### config.mk
export PLATFORM = sky130hd
export DESIGN_NAME = frame_tagged_command_jitter_buffer_flat
export DESIGN_NICKNAME = d
export VERILOG_FILES = /design/src/hw/rtl/ftcjb_pkg.sv /design/src/hw/rtl/ftcjb_in_if.sv /design/src/hw/rtl/ftcjb_out_if.sv /design/src/hw/rtl/ftcjb_ram.sv /design/src/hw/rtl/ftcjb_plan.sv /design/src/hw/rtl/frame_tagged_command_jitter_buffer.sv /design/src/flat_wrapper.sv
export SDC_FILE = /design/constraint.sdc
export NUM_CORES = 1
export LEC_CHECK = 0
export BUFFER_PORTS_ARGS = -buffer_cell sky130_fd_sc_hd__buf_2
export CAP_MARGIN = 30
export CORE_ASPECT_RATIO = 1.4
export CORE_UTILIZATION = 50
export CTS_CLUSTER_DIAMETER = 100
export DETAILED_ROUTE_END_ITERATION = 7
export PLACE_DENSITY = 0.76
export SETUP_SLACK_MARGIN = 0.4
export SLEW_MARGIN = 20
export SYNTH_ARGS = -nofsm -noshare
export SYNTH_HDL_FRONTEND = slang
export SYNTH_SLANG_ARGS = --single-unit
### constraint.sdc
create_clock -name clk -period 5.9 [get_ports clk]
set_input_delay 0.295 -clock clk [delete_from_list [all_inputs] [get_ports clk]]
set_output_delay 0.295 -clock clk [all_outputs]
set_load 0.005 [all_outputs]
### src/hw/rtl/ftcjb_pkg.sv
// Package for the frame-tagged command jitter buffer.
// Holds sizes, request/status codes, payload structs and the ring index helper.
// No dependencies.
package ftcjb_pkg;

    localparam int DEPTH   = 64;                   // ring entries, 2..4096
    localparam int AW      = $clog2(DEPTH);        // ring index width
    localparam int CW      = $clog2(DEPTH + 1);    // entry count width, holds DEPTH
    localparam int FRAME_W = 16;
    localparam int ANGLE_W = 8;
    localparam int SPEED_W = 8;
    localparam int ACT_W   = 4;
    localparam int CMD_W   = ANGLE_W + SPEED_W + ACT_W;

    localparam logic [1:0] FUNC_PUT  = 2'd0;
    localparam logic [1:0] FUNC_TAKE = 2'd1;
    localparam logic [1:0] FUNC_FIND = 2'd2;
    localparam logic [1:0] FUNC_NONE = 2'd3;

    localparam logic [1:0] PUT_STORED = 2'd0;
    localparam logic [1:0] PUT_SEQ    = 2'd1;
    localparam logic [1:0] PUT_FULL   = 2'd2;

    localparam logic [ANGLE_W-1:0] LAST_ANGLE_RST = ANGLE_W'(128);

    typedef struct packed {
        logic [ANGLE_W-1:0] angle;
        logic [SPEED_W-1:0] speed;
        logic [ACT_W-1:0]   action;
    } cmd_t;

    typedef struct packed {
        cmd_t       cmd;
        logic       matched;
        logic [1:0] put_status;
    } res_t;

    // Decisions taken when a request is accepted; state is stable until it retires.
    typedef struct packed {
        logic [1:0]         func;
        logic [FRAME_W-1:0] frame;
        logic               older;
        logic               hit;
        logic               empty;
        logic [1:0]         put_status;
        logic [CW-1:0]      removed;
        logic [AW-1:0]      wr_addr;
        logic [AW-1:0]      next_rp;
    } plan_t;

    // base < DEPTH and inc <= DEPTH, so one conditional subtract wraps the sum.
    function automatic logic [AW-1:0] ring_add(input logic [AW-1:0] base,
                                               input logic [CW-1:0] inc);
        logic [AW:0] sum;
        sum = (AW+1)'(base) + (AW+1)'(inc);
        if (sum >= (AW+1)'(DEPTH))
        begin
            sum = sum - (AW+1)'(DEPTH);
        end
        return sum[AW-1:0];
    endfunction

endpackage

### src/hw/rtl/ftcjb_in_if.sv
// Request channel of the jitter buffer: valid/ready plus request payload.
// Depends on ftcjb_pkg.
interface ftcjb_in_if;
    logic                          valid;
    logic                          ready;
    logic [1:0]                    func;
    logic [ftcjb_pkg::FRAME_W-1:0] frame;
    logic [ftcjb_pkg::ANGLE_W-1:0] cmd_angle;
    logic [ftcjb_pkg::SPEED_W-1:0] cmd_speed;
    logic [ftcjb_pkg::ACT_W-1:0]   cmd_action;

    modport source (output valid, func, frame, cmd_angle, cmd_speed, cmd_action,
                    input ready);
    modport sink (input valid, func, frame, cmd_angle, cmd_speed, cmd_action,
                  output ready);
endinterface

### src/hw/rtl/ftcjb_out_if.sv
// Result channel of the jitter buffer: valid/ready plus result payload.
// Depends on ftcjb_pkg.
interface ftcjb_out_if;
    logic                          valid;
    logic                          ready;
    logic [ftcjb_pkg::ANGLE_W-1:0] out_angle;
    logic [ftcjb_pkg::SPEED_W-1:0] out_speed;
    logic [ftcjb_pkg::ACT_W-1:0]   out_action;
    logic                          matched;
    logic [1:0]                    put_status;

    modport source (output valid, out_angle, out_speed, out_action, matched, put_status,
                    input ready);
    modport sink (input valid, out_angle, out_speed, out_action, matched, put_status,
                  output ready);
endinterface

### src/hw/rtl/ftcjb_ram.sv
// Generic single-write, single-read RAM with registered read data.
// No dependencies.
module ftcjb_ram #(
    parameter int WIDTH = 8,
    parameter int DEPTH = 16
) (
    input  logic                     clk,
    input  logic                     we,
    input  logic [$clog2(DEPTH)-1:0] waddr,
    input  logic [WIDTH-1:0]         wdata,
    input  logic                     re,
    input  logic [$clog2(DEPTH)-1:0] raddr,
    output logic [WIDTH-1:0]         rdata
);

    logic [WIDTH-1:0] mem [DEPTH];

    always_ff @(posedge clk)
    begin
        if (we)
        begin
            mem[waddr] <= wdata;
        end
        if (re)
        begin
            rdata <= mem[raddr];
        end
    end

endmodule

### src/hw/rtl/ftcjb_plan.sv
// Request decode: wrap-aware frame offset, hit test, ring addresses, put status.
// Depends on ftcjb_pkg.
module ftcjb_plan (
    input  logic [1:0]                    func,
    input  logic [ftcjb_pkg::FRAME_W-1:0] frame,
    input  logic [ftcjb_pkg::AW-1:0]      rp,
    input  logic [ftcjb_pkg::CW-1:0]      cnt,
    input  logic [ftcjb_pkg::FRAME_W-1:0] first,
    output ftcjb_pkg::plan_t              plan,
    output logic [ftcjb_pkg::AW-1:0]      rd_addr
);

    logic [ftcjb_pkg::FRAME_W-1:0] diff;
    logic [ftcjb_pkg::CW-1:0]      rd_ofs;
    logic                          older;
    logic                          hit;
    logic                          empty;

    assign diff  = frame - first;
    assign older = diff[ftcjb_pkg::FRAME_W-1];
    assign empty = (cnt == '0);
    assign hit   = !older && (diff < ftcjb_pkg::FRAME_W'(cnt));

    // A hit reads its own entry; a miss reads the newest one.
    assign rd_ofs  = hit ? diff[ftcjb_pkg::CW-1:0]
                         : (empty ? '0 : cnt - ftcjb_pkg::CW'(1));
    assign rd_addr = ftcjb_pkg::ring_add(rp, rd_ofs);

    always_comb
    begin
        plan.func    = func;
        plan.frame   = frame;
        plan.older   = older;
        plan.hit     = hit;
        plan.empty   = empty;
        plan.removed = hit ? diff[ftcjb_pkg::CW-1:0] + ftcjb_pkg::CW'(1) : cnt;
        plan.wr_addr = ftcjb_pkg::ring_add(rp, cnt);
        plan.next_rp = ftcjb_pkg::ring_add(rp, plan.removed);
        if (!empty && ((first + ftcjb_pkg::FRAME_W'(cnt)) != frame))
        begin
            plan.put_status = ftcjb_pkg::PUT_SEQ;
        end
        else if (cnt == ftcjb_pkg::CW'(ftcjb_pkg::DEPTH))
        begin
            plan.put_status = ftcjb_pkg::PUT_FULL;
        end
        else
        begin
            plan.put_status = ftcjb_pkg::PUT_STORED;
        end
    end

endmodule

### src/hw/rtl/frame_tagged_command_jitter_buffer.sv
// Frame-tagged command jitter buffer: ring store, request decode, result stage.
// Depends on ftcjb_pkg, ftcjb_in_if, ftcjb_out_if, ftcjb_ram, ftcjb_plan.
// An accepted request is held with its plan, then retired into the output register
// once that is free or being read; no new request is taken while one is in flight.
// A finished result waits in the output register while the next request is taken.
// Reset clears count, read position and first frame; last command = angle 128.
module frame_tagged_command_jitter_buffer (
    input  logic               clk,
    input  logic               rst_n,
    ftcjb_in_if.sink           cmd_in,
    ftcjb_out_if.source        res_out
);

    // ring bookkeeping
    logic [ftcjb_pkg::AW-1:0]      rp_reg, rp_next;
    logic [ftcjb_pkg::CW-1:0]      cnt_reg, cnt_next;
    logic [ftcjb_pkg::FRAME_W-1:0] first_reg, first_next;
    ftcjb_pkg::cmd_t               last_reg, last_next;

    // request in flight: held from accept until it retires
    logic                          busy_reg;
    ftcjb_pkg::plan_t              plan, plan_reg;
    ftcjb_pkg::cmd_t               cmd_reg;
    logic [ftcjb_pkg::AW-1:0]      rd_addr;
    ftcjb_pkg::cmd_t               rd_cmd;

    // output register
    logic                          out_valid_reg;
    ftcjb_pkg::res_t               out_reg, res;

    logic                          accept;
    logic                          finish;
    logic                          ram_we;

    assign cmd_in.ready = !busy_reg;
    assign accept       = cmd_in.valid && cmd_in.ready;
    // retire once the output slot is free or being emptied this cycle
    assign finish       = busy_reg && (!out_valid_reg || res_out.ready);

    // decode against the current state; state only moves when the request retires
    ftcjb_plan u_plan (
        .func    (cmd_in.func),
        .frame   (cmd_in.frame),
        .rp      (rp_reg),
        .cnt     (cnt_reg),
        .first   (first_reg),
        .plan    (plan),
        .rd_addr (rd_addr)
    );

    // read at accept, write (put) at retire: never in the same cycle
    ftcjb_ram #(
        .WIDTH (ftcjb_pkg::CMD_W),
        .DEPTH (ftcjb_pkg::DEPTH)
    ) u_ring (
        .clk   (clk),
        .we    (ram_we),
        .waddr (plan_reg.wr_addr),
        .wdata (cmd_reg),
        .re    (accept),
        .raddr (rd_addr),
        .rdata (rd_cmd)
    );

    // result and state update for the request being retired
    always_comb
    begin
        res        = '0;
        ram_we     = 1'b0;
        rp_next    = rp_reg;
        cnt_next   = cnt_reg;
        first_next = first_reg;
        last_next  = last_reg;
        case (plan_reg.func)
            ftcjb_pkg::FUNC_PUT:
            begin
                res.put_status = plan_reg.put_status;
                if (plan_reg.put_status == ftcjb_pkg::PUT_STORED)
                begin
                    ram_we   = finish;
                    cnt_next = cnt_reg + ftcjb_pkg::CW'(1);
                    if (plan_reg.empty)
                    begin
                        first_next = plan_reg.frame;
                    end
                end
            end
            ftcjb_pkg::FUNC_TAKE:
            begin
                if (plan_reg.older || (!plan_reg.hit && plan_reg.empty))
                begin
                    // stale frame, or nothing stored: repeat the last command
                    res.cmd = last_reg;
                end
                else
                begin
                    // drop everything up to the target (or all on a miss)
                    res.cmd     = rd_cmd;
                    res.matched = plan_reg.hit;
                    last_next   = rd_cmd;
                    rp_next     = plan_reg.next_rp;
                    cnt_next    = cnt_reg - plan_reg.removed;
                    first_next  = first_reg + ftcjb_pkg::FRAME_W'(plan_reg.removed);
                end
            end
            ftcjb_pkg::FUNC_FIND:
            begin
                if (plan_reg.older || (!plan_reg.hit && plan_reg.empty))
                begin
                    res.cmd = last_reg;
                end
                else
                begin
                    // hit returns the entry, miss returns the newest entry
                    res.cmd     = rd_cmd;
                    res.matched = plan_reg.hit;
                end
            end
            default:
            begin
                res = '0;
            end
        endcase
    end

    always_ff @(posedge clk or negedge rst_n)
    begin
        if (!rst_n)
        begin
            rp_reg          <= '0;
            cnt_reg         <= '0;
            first_reg       <= '0;
            last_reg.angle  <= ftcjb_pkg::LAST_ANGLE_RST;
            last_reg.speed  <= '0;
            last_reg.action <= '0;
            busy_reg        <= 1'b0;
            out_valid_reg   <= 1'b0;
        end
        else
        begin
            if (accept)
            begin
                busy_reg <= 1'b1;
            end
            else if (finish)
            begin
                busy_reg <= 1'b0;
            end
            if (finish)
            begin
                rp_reg        <= rp_next;
                cnt_reg       <= cnt_next;
                first_reg     <= first_next;
                last_reg      <= last_next;
                out_valid_reg <= 1'b1;
            end
            else if (res_out.ready)
            begin
                out_valid_reg <= 1'b0;
            end
        end
    end

    // payload registers
    always_ff @(posedge clk)
    begin
        if (accept)
        begin
            plan_reg       <= plan;
            cmd_reg.angle  <= cmd_in.cmd_angle;
            cmd_reg.speed  <= cmd_in.cmd_speed;
            cmd_reg.action <= cmd_in.cmd_action;
        end
        if (finish)
        begin
            out_reg <= res;
        end
    end

    assign res_out.valid      = out_valid_reg;
    assign res_out.out_angle  = out_reg.cmd.angle;
    assign res_out.out_speed  = out_reg.cmd.speed;
    assign res_out.out_action = out_reg.cmd.action;
    assign res_out.matched    = out_reg.matched;
    assign res_out.put_status = out_reg.put_status;

    // occupancy never passes the ring size, read position stays on the ring
    a_cnt_bound: assert property (@(posedge clk) disable iff (!rst_n)
        (cnt_reg <= ftcjb_pkg::CW'(ftcjb_pkg::DEPTH)) &&
        (ftcjb_pkg::CW'(rp_reg) < ftcjb_pkg::CW'(ftcjb_pkg::DEPTH)))
        else $error("ring occupancy or read position out of range");

    // an accepted request is always in flight on the next cycle
    a_accept_busy: assert property (@(posedge clk) disable iff (!rst_n)
        accept |=> busy_reg)
        else $error("accepted request not in flight");

    // a matching take always shrinks the buffer
    a_take_shrinks: assert property (@(posedge clk) disable iff (!rst_n)
        (finish && (plan_reg.func == ftcjb_pkg::FUNC_TAKE) && plan_reg.hit)
        |=> (cnt_reg < $past(cnt_reg)))
        else $error("take hit did not remove entries");

    // a stored put grows the buffer by exactly one
    a_put_grows: assert property (@(posedge clk) disable iff (!rst_n)
        (finish && (plan_reg.func == ftcjb_pkg::FUNC_PUT) &&
         (plan_reg.put_status == ftcjb_pkg::PUT_STORED))
        |=> (cnt_reg == $past(cnt_reg) + ftcjb_pkg::CW'(1)))
        else $error("stored put did not add one entry");

    // a match is only reported for take or find, never with a put status
    a_match_no_status: assert property (@(posedge clk) disable iff (!rst_n)
        (res_out.valid && res_out.matched) |-> (res_out.put_status == ftcjb_pkg::PUT_STORED))
        else $error("matched result carries a put status");

endmodule
### src/flat_wrapper.sv
// flat-port wrapper written by rule: the top's interface ports become plain ports
module frame_tagged_command_jitter_buffer_flat 
  (clk, rst_n, cmd_in_valid, cmd_in_func, cmd_in_frame, cmd_in_cmd_angle, cmd_in_cmd_speed, cmd_in_cmd_action, cmd_in_ready, res_out_valid, res_out_out_angle, res_out_out_speed, res_out_out_action, res_out_matched, res_out_put_status, res_out_ready);
  ftcjb_in_if cmd_in_i ();
  ftcjb_out_if res_out_i ();
  input  logic clk;
  input  logic rst_n;
  input wire logic [$bits(cmd_in_i.valid)-1:0] cmd_in_valid;
  input wire logic [$bits(cmd_in_i.func)-1:0] cmd_in_func;
  input wire logic [$bits(cmd_in_i.frame)-1:0] cmd_in_frame;
  input wire logic [$bits(cmd_in_i.cmd_angle)-1:0] cmd_in_cmd_angle;
  input wire logic [$bits(cmd_in_i.cmd_speed)-1:0] cmd_in_cmd_speed;
  input wire logic [$bits(cmd_in_i.cmd_action)-1:0] cmd_in_cmd_action;
  output wire logic [$bits(cmd_in_i.ready)-1:0] cmd_in_ready;
  output wire logic [$bits(res_out_i.valid)-1:0] res_out_valid;
  output wire logic [$bits(res_out_i.out_angle)-1:0] res_out_out_angle;
  output wire logic [$bits(res_out_i.out_speed)-1:0] res_out_out_speed;
  output wire logic [$bits(res_out_i.out_action)-1:0] res_out_out_action;
  output wire logic [$bits(res_out_i.matched)-1:0] res_out_matched;
  output wire logic [$bits(res_out_i.put_status)-1:0] res_out_put_status;
  input wire logic [$bits(res_out_i.ready)-1:0] res_out_ready;
  assign cmd_in_i.valid = cmd_in_valid;
  assign cmd_in_i.func = cmd_in_func;
  assign cmd_in_i.frame = cmd_in_frame;
  assign cmd_in_i.cmd_angle = cmd_in_cmd_angle;
  assign cmd_in_i.cmd_speed = cmd_in_cmd_speed;
  assign cmd_in_i.cmd_action = cmd_in_cmd_action;
  assign cmd_in_ready = cmd_in_i.ready;
  assign res_out_valid = res_out_i.valid;
  assign res_out_out_angle = res_out_i.out_angle;
  assign res_out_out_speed = res_out_i.out_speed;
  assign res_out_out_action = res_out_i.out_action;
  assign res_out_matched = res_out_i.matched;
  assign res_out_put_status = res_out_i.put_status;
  assign res_out_i.ready = res_out_ready;
  frame_tagged_command_jitter_buffer u_core (.clk(clk), .rst_n(rst_n), .cmd_in(cmd_in_i), .res_out(res_out_i));
endmodule
==> flow_summary.toml, run 1 <==
[critical_path]
cp_slowest_cell = "fa_4"
worstPathMaxFanout = 7
critPathRequiredTime_ps = 6440
endpoint_kind = "flop"
start_kind = "flop"
arrival_ps = 7130
crit_buf_inv = 6
critical_path_class = "reg2reg"
path_delay_family = "adder cells"
cpMostUsedCell = "buf_12"
cpPeakStageDelay_ps = 700

[sta]
min_period_ps = 6590
setup_slack_ps = -686
holdWs_ps = 210
worst_pin_slew_ps = 1040
slew_viol_final = 0
slew_headroom = 0.303
timing.fmax_ghz = 0.152
fin_worst_skew_ps = 43.4
setup_viol_count_final = 20
rsz0062_at_grt = "true"
fin_crit_sh = 1.12
hold_viol_final = 0
setup_tns_ps = -12440

[synthesis]
synth_edf_count = 1385
synth_mux_area_frac = 0.174
synthFlopType = "edfxtp_1"
synthCells = 2727
yosys.area_share.simple = 0.0218
syn_nets = 2837
ys_seq_elements = 1436
synth-compound-area-share = 0.0214
synth.area.top_cells = "edfxtp_1 (72%), mux4_2 (16%), dfrtp_1 (2.2%)"
syn_area_per_cell_um2 = 21.1
netlist.area_leader.share = 0.723
synth-xor-area-share = 0.00972
synth_area_um2 = 57500
synthAdderAreaFrac = 0.0157
ys_warn_count = 0
yosysTopAreaCell = "edfxtp_1"
synthArstFlopShare = 0.0355
synth_top_family_by_area = "multiplexers"
synth.distinct_cells = 60
synth-seq-area-share = 0.745

[clock_tree]
cts_buffers = 130
insertion_delay_ps = 800
htreeDepth = 4
clk_pin_slew_ps = 70
cts_tree = "done"
numClockSinks = 1436
clk_path_buf_depth = 3
cts-root-buf = "clkbuf_16"

[status]
outcome = "complete, but fails checks"
violations = "negative setup slack"

[cells_and_area]
antenna_cells = 0
drive_gt1_frac = 0.338
fin_util = 0.596
largest_reg_flops = 1280
syn_to_final_growth_pct = 17.8
final_net_count = 3250
fin_cells = 4724
fillers = 7599

[die]
die-area_um2 = 116000
die_w_um = 289
num_rows = 146
initial_utilization = 0.506
ios = 67
die_h_um = 403
core_area_um2 = 114000

[detailed_routing]
post-route-drc-count = 0
wl_per_cell_um = 32.4
vias = 30200
drt_iter0_markers = 3658
first_pass_iters = 7
detail-route-antenna-nets = 0
routed_via_density = 6.40
wirelength_um = 153000

[place]
numPortBuffers = 66
gp_congestion = 0.894
place_inst = 4394
dp_hpwl_um = 85400

[job]
drv_cap = 0

[global_route]
grt-ovfl-total = 0
antenna_found_initial = 3
grt_pass1_wl_um = 213000
grt_pass1_vias = 31100
track_usage = 0.260
grt_max_degree = 65

[hold_path]
hp-class = "in2async"
-- logic make-up after synthesis --
kind of cell | count (synthesis)
adders and majority gates | 68
buffers and inverters | 185
muxes | 496
and+or+nand+nor | 287
xor gates and xnor gates | 63
AOI/OAI and AO/OA | 192
DFF | 1436
-- final timing paths --
| path | end | start | cells after the start | slack [ps] |
|---|---|---|---|---|
| worst max-delay path | u_core.u_ring.rdata[7] | u_core.first_reg[0] | 27 | -690 |
| worst min-delay path | u_core.first_reg[15] | rst_n | 3 | 210 |
| worst max register to register | u_core.u_ring.rdata[7] | u_core.first_reg[0] | 27 | -690 |
| worst min register to register | u_core.rp_reg[1] | u_core.plan_reg[1] | 1 | 470 |
| max in group asynchronous | u_core.rp_reg[0] | rst_n | 3 | 5170 |
| min in group clk | u_core.cmd_reg[16] | cmd_in_cmd_angle[4] | 2 | 240 |
-- stage by stage --
step                setup WS [ps]  cell area, um2
CTS                          -602           67300
global route                 -956           67800
global placement            -1010           62000
floorplan                     153           58000
detailed placement           -973           62000
finish                       -686           67800
-- metal layers --
metal | vias to the layer above | share of wire | global-route usage
li1 | 12100 | - | -
met5 | - | 0.000085 | 0
met3 | 428 | 0.076 | 0.0395
met2 | 1825 | 0.53 | 0.455
met4 | 2 | 0.057 | 0.144
met1 | 15900 | 0.34 | 0.305
-- layout make-up --
cell class | instances | area, um2 | share of cell area
well taps | 1480 | 1850 | 0.0273
repair buffers | 408 | 3980 | 0.0587
clock inverters | 85 | 928 | 0.0137
multi-input cells | 1106 | 14500 | 0.214
clock buffers | 151 | 3410 | 0.0503
flip-flops and latches | 1436 | 42900 | 0.632
inverters | 58 | 218 | 0.00321
-- repair_timing --
action | CTS | global route
pin swaps | 2 | 1
resized for setup | 45 | 30
hold buffers | 41 | 0
setup endpoints to repair | 20 | 22
setup buffers | 19 | 23
hold endpoints to repair | 90 | 0
gates cloned | 4 | 6
-- cell usage in the layout (no fill, tap or decap), drive strengths merged, types with 40 or more instances in the layout --
master	n
xnor2	47
dlygate4sd3	41
nand2	104
o21ai	40
ha	61
dfrtp	50
nor2	112
clkbuf	157
clkinv	55
buf	360
edfxtp	1385
mux4	400
inv	65
a21oi	60
mux2i	70
-- Yosys cell counts (all sizes together), types with 5 or more instances --
cell type / instances
a21o: 18
nor4: 5
xnor2: 47
nand2: 104
clkbuf: 97
nand2b: 7
xor2: 16
edfxtp: 1385
a21oi: 60
nor2: 112
inv: 58
buf: 30
nand3b: 7
a211oi: 5
mux4: 400
fa: 7
dfrtp: 50
nand4: 7
ha: 61
mux2i: 70
o21ai: 40
mux2: 26
a21boi: 23
o21bai: 8
o22ai: 6
nand3: 21
nor3: 5
-- worst reg2reg max path, cell delays in order, from the launching register on --
cell and delay [ps]:
dfrtp_1 360, ha_2 190, inv_2 40, fa_2 390, a21oi_2 160, o21ai_1 100
a21o_1 190, nor2_1 100, nor2_1 70, ha_2 200, a221oi_2 200, o221ai_2 160
a2111oi_4 210, nand4_1 130, a2111o_1 420, or4_4 460, o21ai_4 170, ha_4 160
fa_4 700, buf_6 180, buf_12 140, buf_12 160, buf_12 130, mux4_2 280
mux4_2 560, mux2i_1 230, buf_4 180, mux2i_1 80
Power of run 1 is left out: the tool's default activity adds up to more than one toggle a clock period on the data nets, which glitch-free logic cannot reach.
==> run 2, diff against run 1 <==
SKIP_CTS_REPAIR_TIMING = 1   (was unset)
==> run 2 against run 1 <==
The run still ends with negative setup slack left. Non-clock buffer count shrank 16. Count of clock-buffer cells in the layout is the same. Core utilization shrank 0.24 points. Largest cell class unchanged.
==> flow_summary.toml, run 2 (synthesis gave the netlist of run 1 again) <==
[global_route]
antenna_found_initial = 1
grt-ovfl-total = 0
grt_pass1_wl_um = 209000
grt_max_degree = 65
track_usage = 0.254
grt_pass1_vias = 30600

[detailed_routing]
vias = 30000
drt_iter0_markers = 3362
wl_per_cell_um = 31.7
detail-route-antenna-nets = 0
routed_via_density = 6.37
wirelength_um = 149000
first_pass_iters = 6
post-route-drc-count = 0

[clock_tree]
insertion_delay_ps = 800
cts_buffers = 130
numClockSinks = 1436
cts_tree = "done"
clk_pin_slew_ps = 70
cts-root-buf = "clkbuf_16"
htreeDepth = 4
clk_path_buf_depth = 3

[sta]
setup_slack_ps = -793
min_period_ps = 6690
setup_viol_count_final = 20
worst_pin_slew_ps = 1040
rsz0062_at_grt = "true"
fin_worst_skew_ps = 40.2
slew_headroom = 0.303
fin_crit_sh = 1.13
hold_viol_final = 0
timing.fmax_ghz = 0.149
slew_viol_final = 0

[critical_path]
critical_path_class = "reg2reg"
worstPathMaxFanout = 8
start_kind = "flop"
endpoint_kind = "flop"
arrival_ps = 7240
critPathRequiredTime_ps = 6440

[die]
num_rows = 146
initial_utilization = 0.506
ios = 67
core_area_um2 = 114000
die-area_um2 = 116000
die_h_um = 403
die_w_um = 289

[status]
violations = "negative setup slack"
outcome = "complete, but fails checks"

[cells_and_area]
antenna_cells = 0
syn_to_final_growth_pct = 17.3
largest_reg_flops = 1280
layout_common_cells = "edfxtp_1 (1385), mux4_2 (400), buf_4 (212)"
drive_gt1_frac = 0.335
final_net_count = 3234
final_common_cell = "edfxtp_1"
final_area_um2 = 67500

[place]
numPortBuffers = 66
placed_area_um2 = 62000
gp_congestion = 0.894
dp_hpwl_um = 85400

[hold_path]
hp-class = "in2async"

[job]
drv_cap = 0
==> run 2: changes by cell type in the layout (fill, tap and decap cells not counted), moves of 3 or more <==
cell and change:
buf_4 -8, clkbuf_16 +3, buf_6 +4, buf_8 -6, mux2i_4 -3, mux2i_2 +3
buf_12 -5, buf_16 -3
==> run 2: worst max-delay path, cell delays in order, from the launching register on <==
cell and delay, ps:
dfrtp_1 370, inv_1 60, ha_1 360, nand2_1 120
a211oi_2 250, nor2_1 120, xnor2_2 200, ha_1 300
a21oi_2 200, o221ai_2 150, a2111oi_4 330, nand4_1 140
a2111o_1 410, nor4_4 250, or3_4 210, o21ai_4 60
ha_4 160, fa_4 890, buf_12 220, buf_12 160
buf_8 130, buf_6 90, mux4_2 290, mux4_2 620
mux2i_2 230, mux2i_1 110
==> run 2: path summary, 6_finish.rpt <==
check                                    start  slack (ps)  cells past startpoint                     end
min in group clk               cmd_in_frame[8]         230                      6     u_core.plan_reg[19]
setup reg to reg           u_core.first_reg[4]        -790                     25  u_core.u_ring.rdata[6]
setup / recovery           u_core.first_reg[4]        -790                     25  u_core.u_ring.rdata[6]
max in group asynchronous                rst_n        5180                      3        u_core.rp_reg[0]
hold reg to reg             u_core.plan_reg[1]         470                      1        u_core.rp_reg[1]
hold / removal                           rst_n         200                      3    u_core.first_reg[15]
==> run 2: area by class of cell <==
| type | count | area, um2 |
|---|---|---|
| flip-flops and latches | 1436 | 42900 |
| well taps | 1480 | 1850 |
| clock buffers | 151 | 3410 |
| multi-input cells | 1106 | 14500 |
| clock inverters | 85 | 928 |
| inverters | 58 | 218 |
| fillers | 7601 | 46100 |
| repair buffers | 392 | 3730 |
==> run 2: per-stage QoR <==
stage                     TNS, ps  worst slack [ps]   util  hold WS, ps  instances
after floorplan                 0               153      -       -0.591       2727
after global placement     -14330             -1010  0.546          460       4393
after detailed placement   -14510              -973  0.546          464       4394
after CTS                  -13380              -917  0.584         -351       4630
after global routing       -18690              -989  0.594          234       4708
final                      -14050              -793  0.594          198       4708
==> run 2: routing by layer <==
layer,routed length (um),track usage,part of all wire,vias up
li1,-,-,-,12000
met1,51100,0.302,0.34,15700
met2,78400,0.447,0.52,1856
met3,11200,0.0361,0.075,402
met4,8710,0.133,0.058,0
met5,0,0,0,-
Power of run 2 is left out for the same reason.
